===== config.mk =====
export PLATFORM = sky130hd
export DESIGN_NAME = sspq_cell
export DESIGN_NICKNAME = d
export VERILOG_FILES = /design/src/rtl/sspq_pkg.sv /design/src/rtl/sspq_cell.sv
export SDC_FILE = /design/constraint.sdc
export NUM_CORES = 1
export LEC_CHECK = 0
export BUFFER_PORTS_ARGS = -buffer_cell sky130_fd_sc_hd__buf_2
export CAP_MARGIN = 10
export CELL_PAD_IN_SITES_DETAIL_PLACEMENT = 1
export CELL_PAD_IN_SITES_GLOBAL_PLACEMENT = 1
export CORE_MARGIN = 10
export CORE_UTILIZATION = 34
export CTS_CLUSTER_DIAMETER = 150
export DETAILED_ROUTE_END_ITERATION = 12
export GPL_ROUTABILITY_DRIVEN = 0
export PLACE_DENSITY = 0.95
export SLEW_MARGIN = 0
export SYNTH_ARGS = -nofsm -noshare
export SYNTH_HDL_FRONTEND = slang
export SYNTH_SLANG_ARGS = --single-unit

===== constraint.sdc =====
create_clock -name clk -period 9.25 [get_ports clk]
set_input_delay 0.925 -clock clk [delete_from_list [all_inputs] [get_ports clk]]
set_output_delay 0.925 -clock clk [all_outputs]
set_load 0.01 [all_outputs]

===== src/rtl/sspq_pkg.sv =====
// Shared types and constants for the sorted priority queue.
// Depends on nothing; imported by the interfaces, the cells and the top level.
package sspq_pkg;

    localparam int PRIO_W        = 32;
    localparam int OCC_W         = 7;
    localparam int DEFAULT_DEPTH = 64;

    localparam logic OP_INSERT = 1'b0;
    localparam logic OP_POP    = 1'b1;

    typedef enum logic [1:0] {
        STATUS_OK    = 2'd0,
        STATUS_EMPTY = 2'd1,
        STATUS_FULL  = 2'd2
    } status_t;

    // Command broadcast from the top level to every cell
    typedef struct packed {
        logic              ins;
        logic              pop;
        logic [PRIO_W-1:0] prio;
    } cmd_t;

endpackage


===== src/rtl/sspq_cell.sv =====
// One slot of the sorted chain: holds one priority and shifts with its neighbors.
// Depends on sspq_pkg.
module sspq_cell import sspq_pkg::*; #(
    parameter int CW  = 7,
    parameter int IDX = 0
) (
    input  logic              clk,
    input  cmd_t              cmd,
    input  logic [CW-1:0]     count,
    input  logic [PRIO_W-1:0] left_value,
    input  logic              left_take,
    input  logic [PRIO_W-1:0] right_value,
    output logic [PRIO_W-1:0] value,
    output logic              take
);

    logic [PRIO_W-1:0] value_reg;
    logic              occupied;

    assign occupied = count > CW'(IDX);
    // Take the new entry, or make room for it, when empty or strictly greater
    assign take     = !occupied || (value_reg > cmd.prio);
    assign value    = value_reg;

    always_ff @(posedge clk)
    begin
        if (cmd.pop)
        begin
            value_reg <= right_value;
        end
        else if (cmd.ins && take)
        begin
            value_reg <= left_take ? left_value : cmd.prio;
        end
    end

endmodule


After elaboration in Yosys (flattened, before gate mapping)
Cells that the tools add are included.
{"block": "word_totals", "register_bits": 32, "latchBits": 0, "ram_bits": 0, "rom_bits": 0, "inputBits": 107, "output_inout_bits": 33, "word_cells": 10, "n_memories": 0}
{"block": "op_classes", "addsub": 0, "mul": 0, "n_div": 0, "order_cmp": 2, "n_eq_ne": 0, "shift": 0, "n_mux": 3, "bitwise": 0, "reduce_logical": 4}
{"operator": "32-bit 2-to-1 mux", "count": 3}
{"operator": "32-bit greater-than comparator", "count": 1}
{"operator": "7-bit by 1-bit greater-than comparator with 1-bit output (second input constant)", "count": 1}
{"operator": "2-bit nonzero test", "count": 1}
{"operator": "1-bit logical AND", "count": 1}
{"operator": "1-bit logical NOT", "count": 1}
{"operator": "1-bit logical OR", "count": 1}

Depth between registers and ports, before layout
{"block": "logic_depth", "word_depth": 6, "ltp_mapped": 7, "mapped_depth_nobuf": 7}

Least setup slack after synthesis
Ideal clock, no wire load.
{"block": "synth_path", "path_type": "in2reg", "start": "in cmd[1] in the netlist's numbering", "end": "reg value_reg[0], in the netlist value[0], enable pin", "setup_time_ns": 0.480, "arrival_time_ns": 4.607, "required_time_ns": 8.770, "setup_slack_ns": 4.163, "cell_stages": 7, "path_buffers": 0, "cell_sequence": "inv_1 > ha_1 > nor2b_1 > o211ai_1 > a2111oi_0 > o31ai_1 > a311oi_1"}
{"block": "synth_between", "elab_chain_len": 4}
{"element": "start, declared", "line_no": "sspq_cell.sv:8", "source": "input cmd_t cmd,"}
{"element": "32-bit greater-than comparator", "line_no": "sspq_cell.sv:22", "source": "assign take = !occupied || (value_reg > cmd.prio);"}
{"element": "1-bit logical OR", "line_no": "sspq_cell.sv:22"}
{"element": "1-bit logical AND", "line_no": "sspq_cell.sv:31", "source": "else if (cmd.ins && take)"}
{"element": "2-bit nonzero test (no source line)"}
{"element": "end signal, assigned", "line_no": "sspq_cell.sv:29", "source": "value_reg <= right_value;"}
{"element": "end signal, assigned", "line_no": "sspq_cell.sv:33", "source": "value_reg <= left_take ? left_value : cmd.prio;"}
{"element": "end, declared", "line_no": "sspq_cell.sv:17", "source": "logic [PRIO_W-1:0] value_reg;"}
Every way passes these cells.
A chain may end at the register's enable or synchronous reset.

Final worst setup path
{"block": "layout_path", "start": "in cmd[30] in the netlist's numbering", "end": "out take"}
{"block": "layout_between", "elab_chain_len": 2}
{"element": "32-bit greater-than comparator", "line_no": "sspq_cell.sv:22"}
{"element": "1-bit logical OR", "line_no": "sspq_cell.sv:22"}
{"element": "end, declared", "line_no": "sspq_cell.sv:14", "source": "output logic take"}
Every way passes these cells.

==> flow_summary.yaml <==
clocking:
  clockRootBuffer: "clkbuf_8"
  cts_htree_levels: 2
  post_cts_resized: 0
  tritoncts: "built"
  holdBufCountCts: 0
  cts.sinks: 32
  clkLatencyLatePin_ns: 0.28
  cts_setup_buffers: 0
  path_clk_slew_ns: 0.07
  clockBufferDepth: 2
  cts-buffers-inserted: 5
grt:
  antenna_found_initial: 0
  grt_use_total_pct: 14.81
  grt_max_degree: 68
  grt_overflow: 0
  grt_pass1_wl_mm: 13.46
  grt_pass1_vias: 2791
finish:
  regArea_um2: 960.9
  drive_above_1_share_pct: 37.88
  diodes: 0
  finalNetCount: 535
  fin_cells: 495
  syn_to_final_growth_pct: 35.78
  largest_reg_flops: 32
  multi_input_area_um2: 1355
  fill_cells: 928
power_and_ir_drop:
  p_int_w: 0.0002974
  vdd_drop_max_mv: 0.05836
  combPwrFrac_pct: 32.4
  p_sw_w: 0.0001388
  power_density_nw_per_um2: 130.1
  sw_frac_of_total_pct: 31.82
  pwr-share-clk_pct: 23.3
  power_frac_seq_pct: 44.3
  power_w: 0.0004362
  p_leak_nw: 1.744
setup_path:
  max_stage_delay_ns: 0.38
  worstPathRequired_ns: 8.33
  start_kind: "input port"
  cp_max_fo: 3
  cp_common_cell: "buf_2"
  cp.arrival_ns: 2.64
  worst-setup-path-type: "in -> out"
  cp_cell_sequence: "buf_2, inv_1, ha_1, a21oi_1, nand2_1, a221o_1, a211oi_1, a31oi_1, buf_2"
  cp_slowest_cell: "a211oi_1"
  end_kind: "output port"
logic_synthesis:
  synth-edff-count: 32
  ys_seq_elements: 32
  ys.flop_type: "edfxtp_1"
  synth_nets: 398
  synth_warnings: 0
  ys_seq_area_share_pct: 38.93
  synth_area_um2: 2469
  ys_types: 26
  avgSynthCellArea_um2: 9.531
  synthArstFlopShare_pct: 0
  syn-instance-count: 259
routing:
  wl_met1_mm: 3.246
  drt-initial-drc-count: 37
  totalWireLength_mm: 8.579
  wl_met3_um: 539
  top_layer: "met4"
  wl_per_cell_um: 17.33
  via_per_inst: 4.939
  drtAntennaViolNets: 0
  wl_met2_mm: 4.640
  via_count: 2445
  first_pass_iters: 4
  drcViolationCount: 0
timing:
  skew_ns: 0.006493
  rsz0062_at_grt: "no"
  fin_crit_ns: 3.562
  worstMarginPinSlew_ns: 1.009
  period_share_pct: 38.51
  maxSlewViolCount: 0
  layout_setup_ws_ns: 5.688
  finalHoldViolations: 0
  fmax_mhz: 280.7
  finalSetupViolations: 0
  finalSetupTns_ns: 0
  relSlewSlack_pct: 32.73
place:
  placedCellCount: 488
  dp_hpwl_mm: 7.352
  io_buffers: 139
  place_ws_ns: 5.631
floorplanning:
  core_area_um2: 7137
  io-pin-count: 140
  initial_core_util_pct: 34.59
  die-height_um: 105.2
  die_x_um: 105.2
  rows: 31
  die_area_um2: 11070
worst_hold_path:
  hp-class: "in -> reg"
run:
  cap_violations: 0
run_status:
  status: "finished, final reports clean"
-- final cells by class --
type | count | area share, %
timing repair buffer | 141 | 21.20
tap | 99 | 3.695
sequential | 32 | 28.67
multi-input combinational | 183 | 40.43
inverter | 33 | 3.695
clock buffer | 6 | 2.165
clock inverter | 1 | 0.1493
-- metrics by stage --
stage	utilization [%]	cell area [um2]	hold slack, ns
floorplan	-	2469	1.112
global placement	45.88	3274	1.206
detailed placement	45.88	3274	1.213
CTS	46.97	3352	0.9164
global route	46.97	3352	0.9260
finish	46.97	3352	0.9240
-- synthesized netlist by cell type (2+ instances only) --
cell type | n | area (um2)
nor4_1 | 2 | 12.51
nor3_1 | 2 | 10.01
nand2_1 | 37 | 138.9
nor2_1 | 4 | 15.01
inv_1 | 33 | 123.9
o211ai_1 | 2 | 15.01
a211oi_1 | 2 | 15.01
nand4_1 | 8 | 50.05
mux2i_1 | 32 | 320.3
o21ai_0 | 34 | 170.2
ha_1 | 32 | 400.4
a21o_1 | 3 | 22.52
edfxtp_1 | 32 | 960.9
a21oi_1 | 12 | 60.06
buf_2 | 4 | 20.02
clkbuf_1 | 7 | 26.28
nand3_1 | 4 | 20.02
-- worst max-delay path: cells and delay by family --
kind	cells	cell delay, ns
buffers and inverters	3	0.30
adder cells (fa/ha/maj)	1	0.30
AND/OR/NAND/NOR	1	0.07
AO/OA/AOI/OAI	4	1.04
-- power groups by stage --
stage	combinational [W]	sequential [W]	clock, W
global route	0.000160	0.000196	0.000112
floorplan	0.0000652	0.000206	0
finish	0.000141	0.000193	0.000102
global placement	0.000135	0.000195	0
detailed placement	0.000144	0.000197	0
CTS	0.000145	0.000194	0.000107
-- cell usage in the layout (no fill, tap or decap) --
cell,synthesis,final
buf_4,0,2
clkbuf_1,7,1
a21oi_1,12,12
nor2b_1,1,1
inv_1,33,33
nand4_1,8,8
o21ai_0,34,34
clkinv_2,0,1
edfxtp_1,32,32
a221o_1,1,1
clkbuf_8,0,5
nand2_1,37,37
ha_1,32,32
a2111oi_0,1,1
or4_4,1,1
a21o_1,3,3
o31ai_1,1,1
nor4_4,1,1
a31oi_1,1,1
nor2_1,4,4
a311oi_4,0,1
nor3_1,2,2
a211oi_1,2,2
nor4_1,2,2
nand3_1,4,4
buf_2,4,139
o21a_1,1,1
o211ai_1,2,2
mux2i_1,32,32
-- per-layer routing --
metal | up-vias | GRT usage, %
li1 | 1206 | -
met2 | 86 | 28.89
met4 | 0 | 5.098
met1 | 1143 | 14.23
met5 | - | 0
met3 | 10 | 4.568
-- kinds of logic (layout without fill, tap and decap cells) --
group | after synthesis | after routing | share of synthesized area (%)
mux | 32 | 32 | 12.98
buf+inv | 44 | 181 | 6.893
compound gates | 59 | 59 | 13.43
simple gates | 60 | 60 | 11.56
flops | 32 | 32 | 38.93
fa+ha+maj | 32 | 32 | 16.22
-- final timing paths --
path              slack (ns)   endpoint  depth (start not counted)            start
hold / removal          0.92  value[22]                          3  right_value[22]
setup reg to reg        6.35  value[12]                          6        value[13]
hold reg to reg         1.30  value[30]                          5        value[24]
setup / recovery        5.69       take                          9          cmd[30]
No activity file was read; power rests on OpenSTA's default activity.
